[config.mk]
export PLATFORM = sky130hd
export DESIGN_NAME = time_weighted_channel_stats
export DESIGN_NICKNAME = d
export VERILOG_FILES = /design/src/rtl/twcs_pkg.sv /design/src/rtl/twcs_mul.sv /design/src/rtl/twcs_div.sv /design/src/rtl/time_weighted_channel_stats.sv
export SDC_FILE = /design/constraint.sdc
export NUM_CORES = 2
export LEC_CHECK = 0
export ABC_AREA = 0
export ABC_CLOCK_PERIOD_IN_PS = 14650
export BUFFER_PORTS_ARGS = -buffer_cell sky130_fd_sc_hd__buf_2
export CAP_MARGIN = 30
export CORE_ASPECT_RATIO = 2
export CORE_MARGIN = 4
export CORE_UTILIZATION = 60
export CTS_CLUSTER_SIZE = 8
export DETAILED_ROUTE_END_ITERATION = 12
export PLACE_DENSITY = 0.77
export REMOVE_ABC_BUFFERS = 1
export SETUP_SLACK_MARGIN = 0.5
export SLEW_MARGIN = 20
export SYNTH_ARGS = -nofsm -noshare
export SYNTH_HDL_FRONTEND = slang
export SYNTH_SLANG_ARGS = --single-unit
export TNS_END_PERCENT = 50
[constraint.sdc]
create_clock -name clk -period 14.65 [get_ports clk]
set_clock_uncertainty 0.2 [all_clocks]
set_input_delay 2.93 -clock clk [delete_from_list [all_inputs] [get_ports clk]]
set_output_delay 2.93 -clock clk [all_outputs]
set_load 0.03 [all_outputs]
[src/rtl/twcs_pkg.sv]
// Shared types and constants for the time weighted channel statistics block.
`default_nettype none
package twcs_pkg;

    localparam int VALUE_W = 32;
    localparam int TIME_W  = 32;
    localparam int SUM_W   = 64;
    localparam int GAP_W   = 16;
    localparam int PROD_W  = VALUE_W + GAP_W;
    localparam int CFG_W   = 18;
    localparam int CMD_W   = 2;
    localparam int CHAN_W  = 4;
    localparam int IDX_W   = 3;

    typedef logic [CMD_W-1:0] cmd_t;
    typedef logic [IDX_W-1:0] cfg_idx_t;

    localparam cmd_t CMD_RECORD = 2'd0;
    localparam cmd_t CMD_QUERY  = 2'd1;
    localparam cmd_t CMD_CLEAR  = 2'd2;

    localparam cfg_idx_t REG_GAP_CAP   = 3'd0;
    localparam cfg_idx_t REG_SKIP_ZERO = 3'd1;
    localparam cfg_idx_t REG_STALE_SEL = 3'd2;
    localparam cfg_idx_t REG_LIMIT_A   = 3'd3;
    localparam cfg_idx_t REG_LIMIT_B   = 3'd4;
    localparam cfg_idx_t REG_LIMIT_C   = 3'd5;

    localparam logic [15:0] GAP_CAP_RST   = 16'd5000;
    localparam logic [8:0]  SKIP_ZERO_RST = 9'd12;
    localparam logic [17:0] STALE_SEL_RST = 18'd173392;
    localparam logic [15:0] LIMIT_A_RST   = 16'd3000;
    localparam logic [15:0] LIMIT_B_RST   = 16'd6000;
    localparam logic [15:0] LIMIT_C_RST   = 16'd5000;

endpackage
`default_nettype wire

[src/rtl/twcs_mul.sv]
// Bit-serial signed by unsigned multiplier, one multiplier bit per cycle.
`default_nettype none
module twcs_mul
(
    input  wire logic                              clk,
    input  wire logic                              rst_n,
    input  wire logic                              start,
    input  wire logic signed [twcs_pkg::VALUE_W-1:0] multiplicand,
    input  wire logic [twcs_pkg::GAP_W-1:0]        multiplier,
    output logic                                   done,
    output logic signed [twcs_pkg::PROD_W-1:0]     product
);

    logic                             busy_reg, busy_next;
    logic                             done_reg, done_next;
    logic [3:0]                       count_reg, count_next;
    logic [twcs_pkg::PROD_W-1:0]      mcand_reg, mcand_next;
    logic [twcs_pkg::GAP_W-1:0]       mplier_reg, mplier_next;
    logic [twcs_pkg::PROD_W-1:0]      acc_reg, acc_next;

    always_comb
    begin
        busy_next   = busy_reg;
        done_next   = 1'b0;
        count_next  = count_reg;
        mcand_next  = mcand_reg;
        mplier_next = mplier_reg;
        acc_next    = acc_reg;
        if (start)
        begin
            busy_next   = 1'b1;
            count_next  = '0;
            mcand_next  = twcs_pkg::PROD_W'(multiplicand);
            mplier_next = multiplier;
            acc_next    = '0;
        end
        else if (busy_reg)
        begin
            if (mplier_reg[0])
                acc_next = acc_reg + mcand_reg;
            mcand_next  = {mcand_reg[twcs_pkg::PROD_W-2:0], 1'b0};
            mplier_next = {1'b0, mplier_reg[twcs_pkg::GAP_W-1:1]};
            count_next  = count_reg + 4'd1;
            if (count_reg == 4'd15)
            begin
                busy_next = 1'b0;
                done_next = 1'b1;
            end
        end
    end

    always_ff @(posedge clk or negedge rst_n)
    begin
        if (!rst_n)
        begin
            busy_reg <= 1'b0;
            done_reg <= 1'b0;
        end
        else
        begin
            busy_reg <= busy_next;
            done_reg <= done_next;
        end
    end

    always_ff @(posedge clk)
    begin
        count_reg  <= count_next;
        mcand_reg  <= mcand_next;
        mplier_reg <= mplier_next;
        acc_reg    <= acc_next;
    end

    assign done    = done_reg;
    assign product = acc_reg;

endmodule
`default_nettype wire

[src/rtl/twcs_div.sv]
// Restoring serial divider, 64-bit magnitude by 32-bit divisor, one quotient bit per cycle.
`default_nettype none
module twcs_div
(
    input  wire logic                          clk,
    input  wire logic                          rst_n,
    input  wire logic                          start,
    input  wire logic [twcs_pkg::SUM_W-1:0]    dividend,
    input  wire logic [twcs_pkg::TIME_W-1:0]   divisor,
    output logic                               done,
    output logic [twcs_pkg::SUM_W-1:0]         quotient
);

    logic                            busy_reg, busy_next;
    logic                            done_reg, done_next;
    logic [5:0]                      count_reg, count_next;
    logic [twcs_pkg::TIME_W:0]       rem_reg, rem_next;
    logic [twcs_pkg::SUM_W-1:0]      quo_reg, quo_next;
    logic [twcs_pkg::TIME_W-1:0]     dvs_reg, dvs_next;
    logic [twcs_pkg::TIME_W:0]       rem_sh;
    logic [twcs_pkg::TIME_W+1:0]     diff;

    always_comb
    begin
        busy_next  = busy_reg;
        done_next  = 1'b0;
        count_next = count_reg;
        rem_next   = rem_reg;
        quo_next   = quo_reg;
        dvs_next   = dvs_reg;
        rem_sh     = {rem_reg[twcs_pkg::TIME_W-1:0], quo_reg[twcs_pkg::SUM_W-1]};
        diff       = {1'b0, rem_sh} - {2'b00, dvs_reg};
        if (start)
        begin
            busy_next  = 1'b1;
            count_next = '0;
            rem_next   = '0;
            quo_next   = dividend;
            dvs_next   = divisor;
        end
        else if (busy_reg)
        begin
            if (!diff[twcs_pkg::TIME_W+1])
            begin
                rem_next = diff[twcs_pkg::TIME_W:0];
                quo_next = {quo_reg[twcs_pkg::SUM_W-2:0], 1'b1};
            end
            else
            begin
                rem_next = rem_sh;
                quo_next = {quo_reg[twcs_pkg::SUM_W-2:0], 1'b0};
            end
            count_next = count_reg + 6'd1;
            if (count_reg == 6'd63)
            begin
                busy_next = 1'b0;
                done_next = 1'b1;
            end
        end
    end

    always_ff @(posedge clk or negedge rst_n)
    begin
        if (!rst_n)
        begin
            busy_reg <= 1'b0;
            done_reg <= 1'b0;
        end
        else
        begin
            busy_reg <= busy_next;
            done_reg <= done_next;
        end
    end

    always_ff @(posedge clk)
    begin
        count_reg <= count_next;
        rem_reg   <= rem_next;
        quo_reg   <= quo_next;
        dvs_reg   <= dvs_next;
    end

    assign done     = done_reg;
    assign quotient = quo_reg;

endmodule
`default_nettype wire

[src/rtl/time_weighted_channel_stats.sv]
// Top level of the time weighted channel statistics block.
// One request at a time. A clear never leaves the idle state. A record needs only the
// prepare state for a first sample or a skipped zero interval, else it also waits on
// the 16-step serial multiplier. A query passes the prepare and finish states, and waits
// on the 64-step serial divider when an average is divided out; a query that finishes
// while the previous result is still uncollected waits for it. A query result sits in an
// output register, so the next request is taken while it waits to be collected.
`default_nettype none
module time_weighted_channel_stats
#(
    parameter int CHANNELS = 9
)
(
    input  wire logic                          clk,
    input  wire logic                          rst_n,
    input  wire logic                          in_valid,
    output logic                               in_stall,
    input  wire logic [1:0]                    command,
    input  wire logic [3:0]                    channel,
    input  wire logic signed [31:0]            sample_value,
    input  wire logic [31:0]                   time_ms,
    output logic                               out_valid,
    input  wire logic                          out_stall,
    output logic                               channel_valid,
    output logic [31:0]                        sample_count,
    output logic signed [31:0]                 current_value,
    output logic signed [31:0]                 lowest_value,
    output logic signed [31:0]                 highest_value,
    output logic signed [31:0]                 average_value,
    output logic                               is_live,
    output logic [31:0]                        session_ms,
    input  wire logic                          cfg_write,
    input  wire logic [2:0]                    cfg_index,
    input  wire logic [17:0]                   cfg_data
);

    localparam int CH_W = (CHANNELS > 1) ? $clog2(CHANNELS) : 1;

    localparam logic [2:0] S_IDLE = 3'd0;
    localparam logic [2:0] S_PREP = 3'd1;
    localparam logic [2:0] S_MUL  = 3'd2;
    localparam logic [2:0] S_DIV  = 3'd3;
    localparam logic [2:0] S_FIN  = 3'd4;

    logic [2:0]  state_reg, state_next;

    logic [15:0] gap_cap_reg;
    logic [8:0]  skip_zero_reg;
    logic [17:0] stale_sel_reg;
    logic [15:0] limit_a_reg, limit_b_reg, limit_c_reg;
    logic [31:0] session_start_reg;

    logic signed [31:0] latest_reg  [CHANNELS];
    logic signed [31:0] lowest_reg  [CHANNELS];
    logic signed [31:0] highest_reg [CHANNELS];
    logic signed [63:0] sum_reg     [CHANNELS];
    logic [31:0]        covered_reg [CHANNELS];
    logic [31:0]        count_reg   [CHANNELS];
    logic [31:0]        last_reg    [CHANNELS];
    logic [CHANNELS-1:0] seen_reg;

    logic               query_reg;
    logic [3:0]         ch_reg;
    logic signed [31:0] val_reg;
    logic [31:0]        now_reg;
    logic [15:0]        dt_reg;
    logic               neg_reg;

    logic               res_valid_reg;
    logic [31:0]        res_count_reg;
    logic signed [31:0] res_cur_reg, res_low_reg, res_high_reg, res_avg_reg;
    logic               res_live_reg;
    logic [31:0]        res_sess_reg;

    logic               out_valid_reg;
    logic               o_chv_reg, o_live_reg;
    logic [31:0]        o_count_reg, o_sess_reg;
    logic signed [31:0] o_cur_reg, o_low_reg, o_high_reg, o_avg_reg;

    logic [CH_W-1:0]    cidx;
    logic               good;
    logic               seen;
    logic [31:0]        age;
    logic [15:0]        dt_capped;
    logic [8:0]         skip_sh;
    logic [17:0]        sel_sh;
    logic [1:0]         grp;
    logic [15:0]        lim;
    logic               skip;
    logic               accept;
    logic               out_free;

    logic               mul_start, mul_done;
    logic signed [47:0] product;
    logic signed [63:0] prod_ext, sum_new;
    logic               sum_ovf;
    logic [32:0]        cov_new;

    logic               div_start, div_done;
    logic [63:0]        sum_mag, quotient;
    logic signed [31:0] avg_clamped;

    assign cidx     = ch_reg[CH_W-1:0];
    assign good     = {1'b0, ch_reg} < 5'(CHANNELS);
    assign seen     = good && seen_reg[cidx];
    assign age      = now_reg - last_reg[cidx];
    assign dt_capped = (age > {16'd0, gap_cap_reg}) ? gap_cap_reg : age[15:0];
    assign skip_sh  = skip_zero_reg >> ch_reg;
    assign sel_sh   = stale_sel_reg >> {ch_reg, 1'b0};
    assign grp      = sel_sh[1:0];
    assign skip     = skip_sh[0] && (latest_reg[cidx] == 32'sd0);
    assign accept   = in_valid && !in_stall;
    assign out_free = !out_valid_reg || !out_stall;
    assign in_stall = (state_reg != S_IDLE);

    always_comb
    begin
        case (grp)
            2'd0:    lim = limit_a_reg;
            2'd1:    lim = limit_b_reg;
            default: lim = limit_c_reg;
        endcase
    end

    assign mul_start = (state_reg == S_PREP) && !query_reg && seen && !skip;
    assign div_start = (state_reg == S_PREP) && query_reg && seen && (covered_reg[cidx] != '0);
    assign sum_mag   = sum_reg[cidx][63] ? (64'd0 - sum_reg[cidx]) : sum_reg[cidx];

    twcs_mul u_mul
    (
        .clk          (clk),
        .rst_n        (rst_n),
        .start        (mul_start),
        .multiplicand (latest_reg[cidx]),
        .multiplier   (dt_capped),
        .done         (mul_done),
        .product      (product)
    );

    twcs_div u_div
    (
        .clk      (clk),
        .rst_n    (rst_n),
        .start    (div_start),
        .dividend (sum_mag),
        .divisor  (covered_reg[cidx]),
        .done     (div_done),
        .quotient (quotient)
    );

    assign prod_ext = 64'(product);
    assign sum_new  = sum_reg[cidx] + prod_ext;
    assign sum_ovf  = (sum_reg[cidx][63] == prod_ext[63]) && (sum_new[63] != prod_ext[63]);
    assign cov_new  = {1'b0, covered_reg[cidx]} + {17'd0, dt_reg};

    always_comb
    begin
        if (neg_reg)
        begin
            if ((|quotient[63:32]) || (quotient[31] && (|quotient[30:0])))
                avg_clamped = 32'sh8000_0000;
            else
                avg_clamped = 32'(32'd0 - quotient[31:0]);
        end
        else
        begin
            if ((|quotient[63:32]) || quotient[31])
                avg_clamped = 32'sh7FFF_FFFF;
            else
                avg_clamped = quotient[31:0];
        end
    end

    always_comb
    begin
        state_next = state_reg;
        unique case (state_reg)
            S_IDLE:
                if (accept && (command == twcs_pkg::CMD_QUERY ||
                    (command == twcs_pkg::CMD_RECORD && {1'b0, channel} < 5'(CHANNELS))))
                    state_next = S_PREP;
            S_PREP:
                if (mul_start)
                    state_next = S_MUL;
                else if (div_start)
                    state_next = S_DIV;
                else if (query_reg)
                    state_next = S_FIN;
                else
                    state_next = S_IDLE;
            S_MUL:
                if (mul_done)
                    state_next = S_IDLE;
            S_DIV:
                if (div_done)
                    state_next = S_FIN;
            S_FIN:
                if (out_free)
                    state_next = S_IDLE;
            default:
                state_next = S_IDLE;
        endcase
    end

    always_ff @(posedge clk or negedge rst_n)
    begin
        if (!rst_n)
        begin
            state_reg         <= S_IDLE;
            gap_cap_reg       <= twcs_pkg::GAP_CAP_RST;
            skip_zero_reg     <= twcs_pkg::SKIP_ZERO_RST;
            stale_sel_reg     <= twcs_pkg::STALE_SEL_RST;
            limit_a_reg       <= twcs_pkg::LIMIT_A_RST;
            limit_b_reg       <= twcs_pkg::LIMIT_B_RST;
            limit_c_reg       <= twcs_pkg::LIMIT_C_RST;
            session_start_reg <= '0;
            seen_reg          <= '0;
            out_valid_reg     <= 1'b0;
        end
        else
        begin
            state_reg <= state_next;
            if (cfg_write)
            begin
                unique case (cfg_index)
                    twcs_pkg::REG_GAP_CAP:   gap_cap_reg   <= cfg_data[15:0];
                    twcs_pkg::REG_SKIP_ZERO: skip_zero_reg <= cfg_data[8:0];
                    twcs_pkg::REG_STALE_SEL: stale_sel_reg <= cfg_data;
                    twcs_pkg::REG_LIMIT_A:   limit_a_reg   <= cfg_data[15:0];
                    twcs_pkg::REG_LIMIT_B:   limit_b_reg   <= cfg_data[15:0];
                    twcs_pkg::REG_LIMIT_C:   limit_c_reg   <= cfg_data[15:0];
                    default: ;
                endcase
            end
            if (accept && command == twcs_pkg::CMD_CLEAR)
            begin
                seen_reg          <= '0;
                session_start_reg <= time_ms;
            end
            if (state_reg == S_PREP && !query_reg)
                seen_reg[cidx] <= 1'b1;
            if (state_reg == S_FIN && out_free)
                out_valid_reg <= 1'b1;
            else if (!out_stall)
                out_valid_reg <= 1'b0;
        end
    end

    always_ff @(posedge clk)
    begin
        if (accept)
        begin
            query_reg <= (command == twcs_pkg::CMD_QUERY);
            ch_reg    <= channel;
            val_reg   <= sample_value;
            now_reg   <= time_ms;
        end
        if (state_reg == S_PREP)
        begin
            dt_reg  <= dt_capped;
            neg_reg <= sum_reg[cidx][63];
            if (!query_reg)
            begin
                latest_reg[cidx] <= val_reg;
                last_reg[cidx]   <= now_reg;
                if (!seen)
                begin
                    lowest_reg[cidx]  <= val_reg;
                    highest_reg[cidx] <= val_reg;
                    count_reg[cidx]   <= 32'd1;
                    sum_reg[cidx]     <= '0;
                    covered_reg[cidx] <= '0;
                end
                else
                begin
                    if (val_reg < lowest_reg[cidx])
                        lowest_reg[cidx] <= val_reg;
                    if (val_reg > highest_reg[cidx])
                        highest_reg[cidx] <= val_reg;
                    count_reg[cidx] <= count_reg[cidx] + 32'd1;
                end
            end
            else
            begin
                res_sess_reg  <= now_reg - session_start_reg;
                res_valid_reg <= seen;
                res_count_reg <= seen ? count_reg[cidx] : '0;
                res_cur_reg   <= seen ? latest_reg[cidx] : '0;
                res_low_reg   <= seen ? lowest_reg[cidx] : '0;
                res_high_reg  <= seen ? highest_reg[cidx] : '0;
                res_avg_reg   <= seen ? latest_reg[cidx] : '0;
                res_live_reg  <= seen && (grp != 2'd3) && (age < {16'd0, lim});
            end
        end
        if (state_reg == S_MUL && mul_done)
        begin
            if (sum_ovf)
                sum_reg[cidx] <= prod_ext[63] ? 64'sh8000_0000_0000_0000
                                              : 64'sh7FFF_FFFF_FFFF_FFFF;
            else
                sum_reg[cidx] <= sum_new;
            covered_reg[cidx] <= cov_new[32] ? 32'hFFFF_FFFF : cov_new[31:0];
        end
        if (state_reg == S_DIV && div_done)
            res_avg_reg <= avg_clamped;
        if (state_reg == S_FIN && out_free)
        begin
            o_chv_reg   <= res_valid_reg;
            o_count_reg <= res_count_reg;
            o_cur_reg   <= res_cur_reg;
            o_low_reg   <= res_low_reg;
            o_high_reg  <= res_high_reg;
            o_avg_reg   <= res_avg_reg;
            o_live_reg  <= res_live_reg;
            o_sess_reg  <= res_sess_reg;
        end
    end

    assign out_valid     = out_valid_reg;
    assign channel_valid = o_chv_reg;
    assign sample_count  = o_count_reg;
    assign current_value = o_cur_reg;
    assign lowest_value  = o_low_reg;
    assign highest_value = o_high_reg;
    assign average_value = o_avg_reg;
    assign is_live       = o_live_reg;
    assign session_ms    = o_sess_reg;

endmodule
`default_nettype wire

==> flow_summary.json <==
{
  "final_period_minus_worst_setup_slack_ps": 8450,
  "critical_path.max_fanout": 52,
  "effective_utilization_at_floorplan_pct": 60.3,
  "syn_avg_cell_area_sq_um": 16.0,
  "die_y_um": 682,
  "p_switching_w": 0.0107,
  "pwr-share-seq_pct": 37.4,
  "max_ir_drop_vdd_mv": 0.158,
  "worst_path_largest_cell_delay_ps": 850,
  "cts_num_sinks": 3172,
  "internal_power_w": 0.0204,
  "number_of_antenna_violations_at_the_first_check_in_global_routing": 26,
  "layout-drive-gt1-share_pct": 19.6,
  "number_of_i_o_port_buffers": 291,
  "ctsLongestPathBuffers": 4,
  "power_share_of_the_clock_group_pct": 29.2,
  "hpwlAfterDp_mm": 228,
  "post_layout_nets": 9541,
  "cts_made_buffers": 438,
  "post_cts_hold_buffer_count": 0,
  "rows": 247,
  "wl_per_cell_um": 29.2,
  "io-pin-count": 292,
  "drt-initial-drc-count": 8221,
  "clock_tree_from_tritoncts": "yes",
  "area_growth_pct": 13.2,
  "drt_pre_antenna_iters": 8,
  "cap_viol_max_count": 0,
  "path_cells": "buf_4 -> buf_4 -> nand2_1 -> o22ai_1 -> o31ai_2 -> inv_1 -> ha_1 -> fa_1 -> a211oi_1 -> o21ai_0 -> a31oi_1 -> nor3_1 -> o2111ai_1 -> a31oi_1 -> a211oi_1 -> or3_1 -> o31ai_1 -> xnor2_1 -> o21ai_0",
  "power_leakage_nw": 52.8,
  "grt_util_all_layers_pct": 30.2,
  "totalNegativeSetupSlack_ps": 0,
  "core_region_area_sq_mm": 0.226,
  "commonest_non_fill_non_tap_cell_in_the_layout": "edfxtp_1",
  "synth-async-reset-ratio_pct": 4.41,
  "vias": 80222,
  "setup.worst_path.start_class": "flop",
  "hold_slack_ps": 202,
  "synth_seq_cells": 3172,
  "synthTopCellsByArea": "edfxtp_1, mux4_2, ha_1",
  "mostFrequentLayoutCells": "edfxtp_1, nor2_1, a21oi_1",
  "clkSlewWorstSetupHoldPaths_ps": 50,
  "cts_repair_resize_count": 0,
  "min_period_over_period_pct": 57.7,
  "route.antenna.remaining_nets": 0,
  "pwr-share-comb_pct": 33.4,
  "worst_hold_path_type": "flop to flop",
  "final-hold-violation-count": 0,
  "cts_root_buf": "clkbuf_16",
  "maximum_number_of_pins_on_one_net_before_global_route_repair": 135,
  "clkLatencyLatePin_ps": 960,
  "worst_slew_margin_pct": 29.9,
  "yosys_warn_count": 0,
  "detail_route.drc_violations": 0,
  "count_of_flip_flops_with_a_built_in_enable_after_synthesis": 2938,
  "endpoint_kind": "flop",
  "worst-slew-pin-transition_ps": 1040,
  "setup_viol": 0,
  "cellPowerDensity_mw_per_mm2": 202,
  "proportion_of_total_power_due_to_net_switching_pct": 34.4,
  "via_per_inst": 6.52,
  "dominantRegCellSynth": "edfxtp_1",
  "largest_reg_flops": 576,
  "yosysTopAreaCell": "edfxtp_1",
  "placed_cell_area_sq_mm": 0.142,
  "dieArea_sq_mm": 0.236,
  "fmaxAchievable_mhz": 118,
  "cp.required_ps": 15050,
  "routability_cong": 0.949,
  "dieWidth_um": 345,
  "timing.setup.critical_path_class": "flop to flop",
  "detail_route.wirelength_mm": 359,
  "post_cts_buffers": 0,
  "synth_area_sq_mm": 0.136,
  "slew_violations": 0,
  "run_status": "finished clean",
  "critical_path.slowest_cell": "nor3_1",
  "cts.htree.levels": 5,
  "synth_cell_types": 108,
  "top_cell_type_s_share_of_synthesized_area_pct": 64.7,
  "via_count_of_the_first_global_routing_pass": 83806,
  "grt_setup_unrepaired": "no",
  "gr-total-overflow": 0,
  "crit_arrival_ps": 8850,
  "final_design_area_no_fill_sq_mm": 0.154,
  "seq_area_frac_synth_pct": 68.7,
  "grt_pass1_wl_mm": 532,
  "postSynthCellCount": 8552,
  "post-layout-total-power_w": 0.0311
}
## final timing paths
kind	startpoint	end	slack, ps	cells past startpoint
max	flop	sum_reg[4][60]	6200	19
max in group asynchronous	rst_n	u_div.busy_reg	10700	3
max reg2reg	flop	sum_reg[4][60]	6200	19
min	res_high_reg[8]	highest_value[8]	200	0
min in group asynchronous	rst_n	session_start_reg[29]	1690	1
min reg2reg	res_high_reg[8]	highest_value[8]	200	0
## synth_stat cells, types with 49 or more instances
cell type and instances:
clkbuf_1 222, dfrtp_1 107, nand2_1 411, nand4_1 66, buf_2 73, xor2_1 95
nand3_1 71, a21o_1 140, a31oi_1 49, mux2i_1 303, edfxtp_1 2938, dfxtp_1 94
a21oi_1 547, inv_1 208, mux4_2 482, nand2b_1 62, o21ai_0 311, xnor2_1 192
mux2_2 191, nor2_1 746, nor3_1 102, ha_1 317
## critical path: cells and delay by family (launching register included)
family,cells,cell delay [ps]
AOI/OAI and AO/OA,10,3190
and+or+nand+nor,3,1930
buffers and inverters,3,1330
DFF,1,780
adders and majority gates,2,470
xor gates and xnor gates,1,140
## logic make-up after synthesis
family	synth area share, %
AOI/OAI and AO/OA	6.51
xor gates and xnor gates	1.84
muxes	12.2
buffers and inverters	2.01
and+or+nand+nor	5.81
DFF	68.7
adders and majority gates	3.00
## power by group through the flow
stage	clock, W	combinational (W)	sequential [W]
after global placement	0	0.00996	0.0118
after floorplan	0	0.00810	0.0123
final	0.00910	0.0104	0.0117
after CTS	0.00919	0.0103	0.0117
after global routing	0.00960	0.0112	0.0117
after detailed placement	0	0.0101	0.0118
## per-layer routing
metal / share of wire (%) / vias to the layer above / wire (um) / global-route usage, %
met5: 0.036 / - / 128 / 0
met4: 6.2 / 20 / 22100 / 17.0
met3: 7.1 / 1033 / 25400 / 4.80
met2: 52 / 3923 / 188000 / 53.5
met1: 35 / 40808 / 124000 / 35.1
li1: - / 34438 / - / -
## through the flow
step	worst slack, ps	instances	util, %
3_5_place_dp	6240	11649	62.8
2_1_floorplan	-14110	8165	-
3_3_place_gp	6230	11625	62.6
4_1_cts	6240	12281	68.1
5_1_grt	5950	12305	68.2
6_report	6200	12312	68.2
## final cells by class
class                   instances  area, sq um
flip-flops and latches       3172        93700
clock inverters                17          330
fillers                     14626        71900
clock buffers                 615        11700
diodes                         10         25.0
inverters                     210          796
well taps                    2988         3740
repair buffers                517         3510
multi-input cells            4783        40600
Note: power is estimated with default switching activity, not from simulation.
